===== src/afp_pkg.sv =====
// shared types and constants for the amplifier front-panel controller
// no dependencies; imported by every module of the block
package afp_pkg;

	// command codes
	localparam logic [2:0] CMD_POWER  = 3'd0;
	localparam logic [2:0] CMD_CH1    = 3'd1;
	localparam logic [2:0] CMD_CH2    = 3'd2;
	localparam logic [2:0] CMD_NEXT   = 3'd3;
	localparam logic [2:0] CMD_PREV   = 3'd4;
	localparam logic [2:0] CMD_BLINK  = 3'd5;
	localparam logic [2:0] CMD_RAMP   = 3'd6;

	// register indexes on the config port
	localparam logic REG_HOLD  = 1'b0;
	localparam logic REG_TABLE = 1'b1;

	localparam int          CFG_AW      = 4;
	localparam int          CFG_DW      = 64;
	localparam logic [11:0] HOLD_RESET  = 12'd200;
	localparam logic [59:0] TABLE_RESET = 60'h87EA3BF264015D9;
	localparam logic [3:0]  EFFECT_NONE = 4'hF;

	typedef struct packed {
		logic [2:0]  command;
		logic [11:0] press_length;
	} in_item_t;

	typedef struct packed {
		logic [5:0] input_select_lines;
		logic       amp_enable;
		logic [3:0] effect_code;
		logic [9:0] ramp_duty;
		logic       powered;
		logic [3:0] effect_number;
		logic [1:0] blink_flags;
	} out_item_t;

	typedef struct packed {
		logic [11:0] hold_threshold;
		logic [59:0] effect_code_table;
	} cfg_t;

	// one-hot line of a group position; position three selects nothing
	function automatic logic [2:0] group_line(input logic [1:0] pos);
		logic [2:0] r;
		case (pos)
			2'd0:    r = 3'b001;
			2'd1:    r = 3'b010;
			2'd2:    r = 3'b100;
			default: r = 3'b000;
		endcase
		return r;
	endfunction

	function automatic logic [1:0] next_pos(input logic [1:0] pos);
		return (pos >= 2'd2) ? 2'd0 : pos + 2'd1;
	endfunction

endpackage


===== src/amp_front_panel_controller.sv =====
// top level of the amplifier front-panel controller
// depends on afp_pkg, afp_cfg_regs, afp_core, afp_out_buf
//
// one event transaction is accepted per clock while in_stall is low, and each one
// produces exactly one result, registered in the output buffer; the event's whole effect
// comes from combinational next-state logic in afp_core, so the sustained rate is one
// transaction per cycle for as long as the result side takes them. a two-entry output
// buffer (result register plus skid entry) sits between the sides: in_stall rises only
// once two results are waiting. config registers live at byte address 0 (hold threshold,
// 12 bits) and 8 (effect code table, fifteen 4-bit codes); write them only while idle.
module amp_front_panel_controller #(
	parameter int NUM_EFFECTS = 15,
	parameter int RAMP_MAX    = 1023
) (
	input  logic                        clk,
	input  logic                        arst_n,
	// event channel
	input  logic                        in_valid,
	output logic                        in_stall,
	input  afp_pkg::in_item_t           in_item,
	// result channel
	output logic                        out_valid,
	input  logic                        out_stall,
	output afp_pkg::out_item_t          out_item,
	// config port
	input  logic                        psel,
	input  logic                        penable,
	input  logic                        pwrite,
	input  logic [afp_pkg::CFG_AW-1:0]  paddr,
	input  logic [afp_pkg::CFG_DW-1:0]  pwdata,
	output logic [afp_pkg::CFG_DW-1:0]  prdata,
	output logic                        pready
);
	import afp_pkg::*;

	cfg_t      cfg;
	out_item_t result;
	logic      accept;
	logic      buf_full;

	// a transaction is taken whenever the skid entry is free
	assign in_stall = buf_full;
	assign accept   = in_valid && !buf_full;

	afp_cfg_regs u_cfg (
		.clk     (clk),
		.arst_n  (arst_n),
		.psel    (psel),
		.penable (penable),
		.pwrite  (pwrite),
		.paddr   (paddr),
		.pwdata  (pwdata),
		.prdata  (prdata),
		.pready  (pready),
		.cfg     (cfg)
	);

	// panel state and next-state logic
	afp_core #(
		.NUM_EFFECTS (NUM_EFFECTS),
		.RAMP_MAX    (RAMP_MAX)
	) u_core (
		.clk    (clk),
		.arst_n (arst_n),
		.accept (accept),
		.item   (in_item),
		.cfg    (cfg),
		.result (result)
	);

	// result register with skid entry
	afp_out_buf u_buf (
		.clk       (clk),
		.arst_n    (arst_n),
		.push      (accept),
		.push_data (result),
		.full      (buf_full),
		.out_valid (out_valid),
		.out_stall (out_stall),
		.out_item  (out_item)
	);

endmodule


===== src/afp_cfg_regs.sv =====
// apb-style register file: hold threshold and effect code table
// depends on afp_pkg
module afp_cfg_regs (
	input  logic                          clk,
	input  logic                          arst_n,
	input  logic                          psel,
	input  logic                          penable,
	input  logic                          pwrite,
	input  logic [afp_pkg::CFG_AW-1:0]    paddr,
	input  logic [afp_pkg::CFG_DW-1:0]    pwdata,
	output logic [afp_pkg::CFG_DW-1:0]    prdata,
	output logic                          pready,
	output afp_pkg::cfg_t                 cfg
);
	import afp_pkg::*;

	logic [11:0] hold_q;
	logic [59:0] table_q;
	logic        wr_en;
	logic        reg_idx;

	assign pready  = 1'b1;
	assign reg_idx = paddr[3];
	assign wr_en   = psel && penable && pwrite;

	always_ff @(posedge clk or negedge arst_n) begin
		if (!arst_n) begin
			hold_q  <= HOLD_RESET;
			table_q <= TABLE_RESET;
		end else if (wr_en) begin
			case (reg_idx)
				REG_HOLD:  hold_q  <= pwdata[11:0];
				REG_TABLE: table_q <= pwdata[59:0];
				default:   ;
			endcase
		end
	end

	always_comb begin
		case (reg_idx)
			REG_HOLD:  prdata = {52'd0, hold_q};
			REG_TABLE: prdata = {4'd0, table_q};
			default:   prdata = '0;
		endcase
	end

	assign cfg.hold_threshold    = hold_q;
	assign cfg.effect_code_table = table_q;

endmodule


===== src/afp_core.sv =====
// panel state registers and their next-state logic; builds the result of each event
// depends on afp_pkg
module afp_core #(
	parameter int NUM_EFFECTS = 15,
	parameter int RAMP_MAX    = 1023
) (
	input  logic               clk,
	input  logic               arst_n,
	input  logic               accept,
	input  afp_pkg::in_item_t  item,
	input  afp_pkg::cfg_t      cfg,
	output afp_pkg::out_item_t result
);
	import afp_pkg::*;

	localparam logic [4:0] NUM_E  = 5'(NUM_EFFECTS);
	localparam logic [3:0] LAST_E = 4'(NUM_EFFECTS - 1);
	localparam logic [9:0] DMAX   = 10'(RAMP_MAX);

	logic       power_q, power_n;
	logic [3:0] effect_q, effect_n;
	logic [1:0] pos1_q, pos1_n;
	logic [1:0] pos2_q, pos2_n;
	logic [1:0] blink_q, blink_n;
	logic [5:0] line_q, line_n;
	logic       amp_q, amp_n;
	logic [9:0] duty_q, duty_n;
	logic       rise_q, rise_n;
	logic       fall_q, fall_n;
	logic       ch;
	logic [9:0] duty_up;
	logic [5:0] code_base;

	always_comb begin
		power_n  = power_q;
		effect_n = effect_q;
		pos1_n   = pos1_q;
		pos2_n   = pos2_q;
		blink_n  = blink_q;
		line_n   = line_q;
		amp_n    = amp_q;
		duty_n   = duty_q;
		rise_n   = rise_q;
		fall_n   = fall_q;
		duty_up  = duty_q;
		ch       = (item.command == CMD_CH2);
		case (item.command)
			CMD_POWER: begin
				if (!power_q) begin
					power_n  = 1'b1;
					amp_n    = 1'b1;
					effect_n = 4'd0;
					line_n   = {group_line(pos2_q), group_line(pos1_q)};
					fall_n   = 1'b0;
					rise_n   = 1'b1;
				end else begin
					power_n = 1'b0;
					amp_n   = 1'b0;
					line_n  = 6'd0;
					blink_n = 2'd0;
					pos1_n  = 2'd0;
					pos2_n  = 2'd0;
					rise_n  = 1'b0;
					fall_n  = 1'b1;
				end
			end
			CMD_CH1, CMD_CH2: begin
				if (power_q) begin
					if (blink_q[ch]) begin
						if (item.press_length > cfg.hold_threshold) begin
							blink_n[ch] = 1'b0;
							if (blink_n == 2'd0)
								amp_n = 1'b1;
						end else if (ch) begin
							pos2_n = next_pos(pos2_q);
						end else begin
							pos1_n = next_pos(pos1_q);
						end
						line_n = {group_line(pos2_n), group_line(pos1_n)};
					end else begin
						blink_n[ch] = 1'b1;
						amp_n       = 1'b0;
					end
				end
			end
			CMD_NEXT: begin
				if (power_q)
					effect_n = ({1'b0, effect_q} + 5'd1 >= NUM_E) ? 4'd0 : effect_q + 4'd1;
			end
			CMD_PREV: begin
				if (power_q)
					effect_n = (effect_q == 4'd0 || {1'b0, effect_q} >= NUM_E) ?
						LAST_E : effect_q - 4'd1;
			end
			CMD_BLINK: begin
				line_n = line_q ^ {(blink_q[1] ? group_line(pos2_q) : 3'd0),
				                   (blink_q[0] ? group_line(pos1_q) : 3'd0)};
			end
			CMD_RAMP: begin
				if (rise_q) begin
					if (duty_q < DMAX)
						duty_up = duty_q + 10'd1;
					if (duty_up >= DMAX) begin
						duty_up = DMAX;
						rise_n  = 1'b0;
					end
				end
				duty_n = duty_up;
				if (fall_q) begin
					if (duty_up > 10'd0)
						duty_n = duty_up - 10'd1;
					if (duty_n == 10'd0)
						fall_n = 1'b0;
				end
			end
			default: ;
		endcase
	end

	always_ff @(posedge clk or negedge arst_n) begin
		if (!arst_n) begin
			power_q  <= 1'b0;
			effect_q <= 4'd0;
			pos1_q   <= 2'd0;
			pos2_q   <= 2'd0;
			blink_q  <= 2'd0;
			line_q   <= 6'd0;
			amp_q    <= 1'b0;
			duty_q   <= 10'd0;
			rise_q   <= 1'b0;
			fall_q   <= 1'b0;
		end else if (accept) begin
			power_q  <= power_n;
			effect_q <= effect_n;
			pos1_q   <= pos1_n;
			pos2_q   <= pos2_n;
			blink_q  <= blink_n;
			line_q   <= line_n;
			amp_q    <= amp_n;
			duty_q   <= duty_n;
			rise_q   <= rise_n;
			fall_q   <= fall_n;
		end
	end

	// result shows the state after the event
	assign code_base                 = {effect_n, 2'b00};
	assign result.input_select_lines = line_n;
	assign result.amp_enable         = amp_n;
	assign result.effect_code        = (effect_n == EFFECT_NONE) ? 4'd0 :
		cfg.effect_code_table[code_base +: 4];
	assign result.ramp_duty          = duty_n;
	assign result.powered            = power_n;
	assign result.effect_number      = effect_n;
	assign result.blink_flags        = blink_n;

endmodule


===== src/afp_out_buf.sv =====
// two-entry output buffer: result register plus skid entry
// depends on afp_pkg
module afp_out_buf (
	input  logic               clk,
	input  logic               arst_n,
	input  logic               push,
	input  afp_pkg::out_item_t push_data,
	output logic               full,
	output logic               out_valid,
	input  logic               out_stall,
	output afp_pkg::out_item_t out_item
);
	import afp_pkg::*;

	out_item_t main_q;
	out_item_t skid_q;
	logic      main_v_q;
	logic      skid_v_q;
	logic      pop;

	assign pop       = main_v_q && !out_stall;
	assign full      = skid_v_q;
	assign out_valid = main_v_q;
	assign out_item  = main_q;

	always_ff @(posedge clk or negedge arst_n) begin
		if (!arst_n) begin
			main_v_q <= 1'b0;
			skid_v_q <= 1'b0;
		end else if (pop) begin
			if (skid_v_q) begin
				skid_v_q <= 1'b0;
			end else begin
				main_v_q <= push;
			end
		end else if (push) begin
			if (main_v_q)
				skid_v_q <= 1'b1;
			else
				main_v_q <= 1'b1;
		end
	end

	always_ff @(posedge clk) begin
		if (pop) begin
			if (skid_v_q)
				main_q <= skid_q;
			else if (push)
				main_q <= push_data;
		end else if (push) begin
			if (main_v_q)
				skid_q <= push_data;
			else
				main_q <= push_data;
		end
	end

endmodule


===== config.mk =====
export PLATFORM = sky130hd
export DESIGN_NAME = amp_front_panel_controller
export DESIGN_NICKNAME = d
export VERILOG_FILES = /design/src/afp_pkg.sv /design/src/amp_front_panel_controller.sv /design/src/afp_cfg_regs.sv /design/src/afp_core.sv /design/src/afp_out_buf.sv
export SDC_FILE = /design/constraint.sdc
export NUM_CORES = 1
export LEC_CHECK = 0
export ABC_AREA = 1
export BUFFER_PORTS_ARGS = -buffer_cell sky130_fd_sc_hd__buf_2
export CAP_MARGIN = 20
export CORE_MARGIN = 1
export CORE_UTILIZATION = 45
export CTS_CLUSTER_DIAMETER = 60
export DETAILED_ROUTE_END_ITERATION = 10
export PLACE_DENSITY = 0.67
export SETUP_SLACK_MARGIN = 0.05
export SLEW_MARGIN = 10
export SYNTH_ARGS = -nofsm -noshare
export SYNTH_HDL_FRONTEND = slang
export SYNTH_SLANG_ARGS = --single-unit

===== constraint.sdc =====
create_clock -name clk -period 5.05 [get_ports clk]
set_clock_uncertainty 0.1 [all_clocks]
set_input_delay 0.2525 -clock clk [delete_from_list [all_inputs] [get_ports clk]]
set_output_delay 0.2525 -clock clk [all_outputs]
set_load 0.02 [all_outputs]

Yosys cells after proc, flatten, opt, wreduce, memory -nomap -nowiden

Cells that the tools add are included.

Register bits after elaboration: 160
Bits of input ports: 90
Logic and storage cells: 186
Output and inout port bits: 95

Bitwise gates (word level): 6
Reductions and logical operators: 30
Order comparisons: 10
Shifts and indexed selects: 1
Muxes and demuxes: 84
Add/subtract/negate cells: 7
Equality and inequality tests: 20

Operators with widths:

| operator                                                                         | count |
|---|---|
| 28-bit 2-to-1 mux                                                                | 5 |
| 64-bit one-hot mux with 2 select lines                                           | 1 |
| 10-bit 2-to-1 mux                                                                | 11 |
| 60-bit by 7-bit indexed part select with 4-bit output                            | 1 |
| 2-bit 2-to-1 mux                                                                 | 21 |
| 3-bit one-hot mux with 3 select lines                                            | 4 |
| 4-bit 2-to-1 mux                                                                 | 6 |
| 1-bit 2-to-1 mux                                                                 | 20 |
| 6-bit 2-to-1 mux                                                                 | 3 |
| 6-bit one-hot mux with 3 select lines                                            | 1 |
| 12-bit greater-than comparator                                                   | 1 |
| 3-bit 2-to-1 mux                                                                 | 4 |
| 2-bit one-hot mux with 2 select lines                                            | 3 |
| 4-bit one-hot mux with 3 select lines                                            | 1 |
| 10-bit by 1-bit adder with 10-bit output, second input constant                  | 1 |
| 10-bit greater-or-equal comparator, second input constant                        | 1 |
| 10-bit by 1-bit greater-than comparator with 1-bit output, second input constant | 1 |
| 10-bit zero test                                                                 | 1 |
| 2-bit zero test                                                                  | 5 |
| 10-bit less-than comparator, second input constant                               | 1 |
| 2-bit AND reduction                                                              | 5 |
| 2-bit nonzero test                                                               | 5 |
| 10-bit by 1-bit subtractor with 10-bit output, second input constant             | 1 |
| 3-bit equality test, second input constant                                       | 3 |
| other kinds (31)                                                                 | 52 |

Depth between registers and ports, before layout

Word-level depth: 17
Depth in mapped cells: 22
Depth with buffers taken out: 22

Cells and area by module

From an unflattened synthesis, not the netlist that was laid out.

Cells, all modules: 1,312
Area, all modules: 9,839.4 sq um

Modules (own cells, without submodules):

| module                     | area an instance (sq um) | sequential area each (sq um) | instances | cells each |
|---|---|---|---|---|
| afp_core                   | 4,045.1                  | 750.7                        | 1         | 677 |
| afp_cfg_regs               | 3,520.9                  | 1,843.0                      | 1         | 463 |
| afp_out_buf                | 2,263.4                  | 1,731.7                      | 1         | 170 |
| amp_front_panel_controller | 10.0                     | 0.0                          | 1         | 2 |

Worst setup path before layout

OpenSTA, ideal clock, no wires.

Path type: register to register
From: register u_buf.skid_v_q, in the netlist u_buf.full
To: register u_buf.main_q, in the netlist u_buf.out_item[0], enable pin
Setup slack: 2.208 ns
Stages on the path, launching flop included: 6
Clock period less this slack: 2.842 ns
Path buffers: 0
Data arrival time: 2.320 ns
Setup time: 0.422 ns
Data required time: 4.528 ns
Cells stage by stage: dfrtp_1 -> inv_1 -> nand2_1 -> inv_2 -> a21oi_1 -> a21oi_1

Word-level cells in the longest chain between the ends: 4
Elaborated cells between the ends (all ways): 5
Classes of those cells: reduce/logical (5)

Ends and longest elaborated chain:

| element                         | line                             | text |
|---|---|---|
| from (decl)                     | afp_out_buf.sv:18                | `logic skid_v_q;` |
| from (signal assigned)          | afp_out_buf.sv:29                | `skid_v_q <= 1'b0;` |
| from (signal assigned)          | afp_out_buf.sv:32                | `skid_v_q <= 1'b0;` |
| from (signal assigned)          | afp_out_buf.sv:38                | `skid_v_q <= 1'b1;` |
| 1-bit zero test                 | amp_front_panel_controller.sv:43 | `assign accept = in_valid && !buf_full;` |
| 1-bit logical AND               | amp_front_panel_controller.sv:43 |  |
| 2-bit nonzero test (no line)    | n/a                              |  |
| 3-bit AND reduction (no line) * | n/a                              |  |
| to (signal assigned)            | afp_out_buf.sv:47                | `main_q <= skid_q;` |
| to (signal assigned)            | afp_out_buf.sv:49                | `main_q <= push_data;` |
| to (signal assigned)            | afp_out_buf.sv:54                | `main_q <= push_data;` |
| to (decl)                       | afp_out_buf.sv:15                | `out_item_t main_q;` |

Mark *: on every way between the ends. The rest lies on a longest branch, timed or not.
A chain may end at the register's enable or synchronous reset.

Worst setup path in the final report

From: register u_core.power_q
To: register u_buf.main_q, in the netlist u_buf.out_item[18] (data pin)

Word-level cells in the longest chain between the ends: 7
Elaborated cells between the ends (all ways): 12
Classes of those cells: eq/ne (1); shift (1); mux (10)

Ends and longest elaborated chain:

| element                                                                                             | line                                           | text |
|---|---|---|
| from (decl)                                                                                         | afp_core.sv:20                                 | `logic power_q, power_n;` |
| from (signal assigned)                                                                              | afp_core.sv:133                                | `power_q <= power_n;` |
| 4-bit 2-to-1 mux, on equally long branches                                                          | afp_core.sv:91, afp_core.sv:49, afp_core.sv:87 |  |
| 4-bit one-hot mux with 3 select lines *                                                             | afp_core.sv:47                                 | `case (item.command)` |
| 60-bit by 7-bit indexed part select with 4-bit output / 4-bit equality test (equally long branches) | afp_core.sv:151, afp_core.sv:150               |  |
| 4-bit 2-to-1 mux *                                                                                  | afp_core.sv:150                                | `assign result.effect_code = (effect_n == EFFECT_NONE) ? 4'd0 :` |
| 28-bit 2-to-1 mux, on equally long branches                                                         | afp_out_buf.sv:51, afp_out_buf.sv:48           |  |
| 28-bit 2-to-1 mux, on equally long branches                                                         | afp_out_buf.sv:50, afp_out_buf.sv:46           |  |
| 28-bit 2-to-1 mux *                                                                                 | afp_out_buf.sv:45                              | `if (pop) begin` |

Mark *: on every way between the ends. The rest lies on a longest branch, timed or not. The select of a mux whose other input is x is not followed.

==> reports/qor.csv <==
metric;value;unit
combinational family with the most area after synthesis;simple AND/OR/NAND/NOR gates;
# port buffers;172;
core box area;0.0210;sq mm
Synth top area share;18.5;%
initial antenna violation count;0;
mux share of post-synthesis cell area;4.55;%
DP Worst Slack;1.48;ns
vias after detailed routing;8817;
Mapped Avg Cell Area;7.85;sq um
vias in the first global route;8677;
final net count;1542;
CP Capture Type;flip-flop;
VDD IR-drop max;0.000301;V
number of fill cells in the layout;1911;
DRC errors left;0;
Worst Hold Slack;0.0129;ns
Reg clk slew, reported paths;0.07;ns
drt first pass iters;5;
# IOs;185;
clk_lat worst skew;0.43;ns
total global-route track usage;24.5;%
Placed Area;0.0106;sq mm
Critical R2R Launch;u_core.power_q;
Worst Path Arrival;3.69;ns
slew margin rel.;32.1;%
Finish-stage setup viols;0;
XOR/XNOR share of the synthesized area;0.637;%
Num CTS Buffers;17;
Post-Syn Area;0.00963;sq mm
Area contributors post-synth;dfrtp_1 (18%), edfxtp_1 (17%), nand2_1 (12%);
overall die height;148;um
unrepaired setup endpoints after global routing;false;
CTS tree;built;
Post-synth EDFFs;56;
r2r setup slk;1.45;ns
source of the critical timing path;u_core.power_q;
Primary FF master, synth;dfrtp_1;
Async SR Flop Fraction;65.0;%
Initial Util;45.8;%
Synth Instances;1226;
number of max-cap violations;0;
status;finished clean;
gpl congestion;0.929;
CP endpoint;u_buf.out_item[18];
first-pass GRT wire length;42400;um
Post-DRT Antenna Nets;0;
Distinct cells, synth;47;
Detailed Place HPWL;17700;um
Crit Path Max Fanout;35;
vias per cell;5.12;
post-route clock period utilization;71.3;%
register bit total from synthesis;160;
post-synthesis sequential area ratio;44.9;%
Max Root-Sink Buffers;2;
die area;0.0220;sq mm
Compound-Gate Fraction of Synth Area;10.0;%
Power Dens Cells;511;mW/mm^2
Synthesis Warnings;0;
GRT overflow;0;
type of the worst setup path;reg -> reg;
Slew @ Worst Pin;1.02;ns
setup TNS;0;ns
fraction of layout cells with a size suffix above 1;23.4;%
FP Rows;53;
Startpoint Class;flip-flop;
fin crit period;3.60;ns
CP required;5.14;ns
clock sinks;160;
Worst R2R End;u_buf.out_item[18];
fraction of the mapped netlist area in adder cells;2.34;%
Max Fclk;278;MHz
worst setup margin;1.45;ns
Worst Reg-to-Reg Cells;12;
relative area change from synthesis to final layout;22.6;%
Die X;148;um
largest area contributor in the netlist;dfrtp_1;
Leak;6.06;nW
largest net degree at the start of global routing;74;
antenna fix cells;0;
drt wl/cell;14.9;um
Post-Route WL;25600;um
Slew Viols, Final;0;
HP Class;in -> reg;
simple-gate area share of the yosys netlist;26.3;%
initial DRC count;587;
Post-CTS Setup Bufs;0;
post-CTS sizing;0;
Root Driver;clkbuf_16;
post-layout instance area;0.0118;sq mm
Hold Vio Cnt, Final;0;
CTS H-tree lvls;4;
cell usage in the layout, fill, tap and decap left out, types with 6 or more instances in the layout:
| cell type | instances |
|---|---|
| nand2_2 | 16 |
| o21ai_2 | 7 |
| o21ai_1 | 6 |
| nand4_1 | 38 |
| mux2_2 | 30 |
| inv_1 | 194 |
| nand2_1 | 304 |
| o21ai_0 | 88 |
| buf_2 | 171 |
| edfxtp_1 | 56 |
| nor3_1 | 6 |
| clkbuf_16 | 18 |
| dfstp_2 | 33 |
| ha_1 | 18 |
| nand3_2 | 6 |
| dlygate4sd3_1 | 59 |
| a21oi_1 | 42 |
| dfrtp_1 | 71 |
| nand3_1 | 110 |
| mux2i_1 | 10 |
| buf_4 | 13 |
| nor2_1 | 72 |
| nor2_2 | 8 |
layer usage:
metal	GRT usage (%)	up-vias	part of all wire [%]
li1	-	4389	-
met1	32.2	4096	45
met2	40.9	295	48
met3	3.93	37	5.3
met4	8.66	0	2.1
met5	0	-	0
how the worst min path moves through the flow:
stage | startpoint | end | slack [ns] | cells after the start
CTS | pwdata[2] | u_cfg.hold_q[2] | 0.003 | 3
global route | pwdata[11] | u_cfg.hold_q[11] | 0.04 | 3
global placement | arst_n | u_core.line_q[2] | 0.25 | 1
detailed placement | arst_n | u_core.line_q[2] | 0.26 | 1
floorplan | arst_n | u_buf.full | -0.14 | 0
finish | pwdata[2] | u_cfg.hold_q[2] | 0.01 | 3
timing repair:
action                                  in CTS  in global routing
hold endpoints to repair                   100                  0
endpoints found under the setup margin       0                  0
hold buffers                                59                  0
final cells by class:
cell class	instances	area [sq um]	share of cell area (%)
Inverter	201	756	6.40
Multi-Input combinational cell	811	4250	36.0
Clock inverter	13	123	1.04
Tap cell	275	344	2.91
Clock buffer	19	464	3.93
Sequential cell	160	4330	36.6
Timing Repair Buffer	243	1540	13.1
cells in the mapped netlist, types with 18 or more instances:
| master | n |
|---|---|
| nand2_1 | 305 |
| a21oi_1 | 43 |
| dfrtp_1 | 71 |
| inv_1 | 194 |
| nand4_1 | 38 |
| mux2_2 | 30 |
| ha_1 | 18 |
| nand3_1 | 110 |
| edfxtp_1 | 56 |
| dfstp_2 | 33 |
| o21ai_0 | 88 |
| nor2_1 | 74 |
| clkbuf_1 | 28 |
cell families after synthesis:
group	count (synthesis)
compound gates	170
xor+xnor	7
other cells	2
simple gates	571
mux	40
fa+ha+maj	18
flops	160
buf+inv	258
flip-flops by register name, indices dropped and copies added, names as in the netlist, 2 cells and up:
register	count
u_buf.out_item	28
u_buf.skid_q	28
u_cfg.hold_q	12
u_cfg.table_q	60
u_core.blink_q	2
u_core.duty_q	10
u_core.effect_q	4
u_core.line_q	6
u_core.pos1_q	2
u_core.pos2_q	2
critical path: stages, from the launching register on:
cell and delay [ns]:
dfrtp_1 0.57, nand2_1 0.18, nand2_1 0.12, nand2_1 0.77, nand3_2 0.77, nand2_1 0.25
nand3_1 0.10, nand3_1 0.12, nand2_1 0.07, nand2_1 0.07, nand3_1 0.08, nand2_1 0.10
inv_1 0.04
metrics by stage:
stage	util (%)	total power (W)	instances
after detailed placement	50.6	0.00471	1631
after global placement	50.6	0.00466	1631
after CTS	56.2	0.00604	1722
after global routing	56.2	0.00648	1722
final	56.2	0.00603	1722
after floorplan	-	0.00401	1229
power by group:
part           total [W]  leakage, nW  internal (W)  switching, W
combinational    0.00258         4.00      0.000876       0.00170
clock            0.00129        0.294      0.000732      0.000556
sequential       0.00216         1.77       0.00184      0.000322
total            0.00603         6.06       0.00345       0.00258
Note: power is estimated with default switching activity, not from simulation.
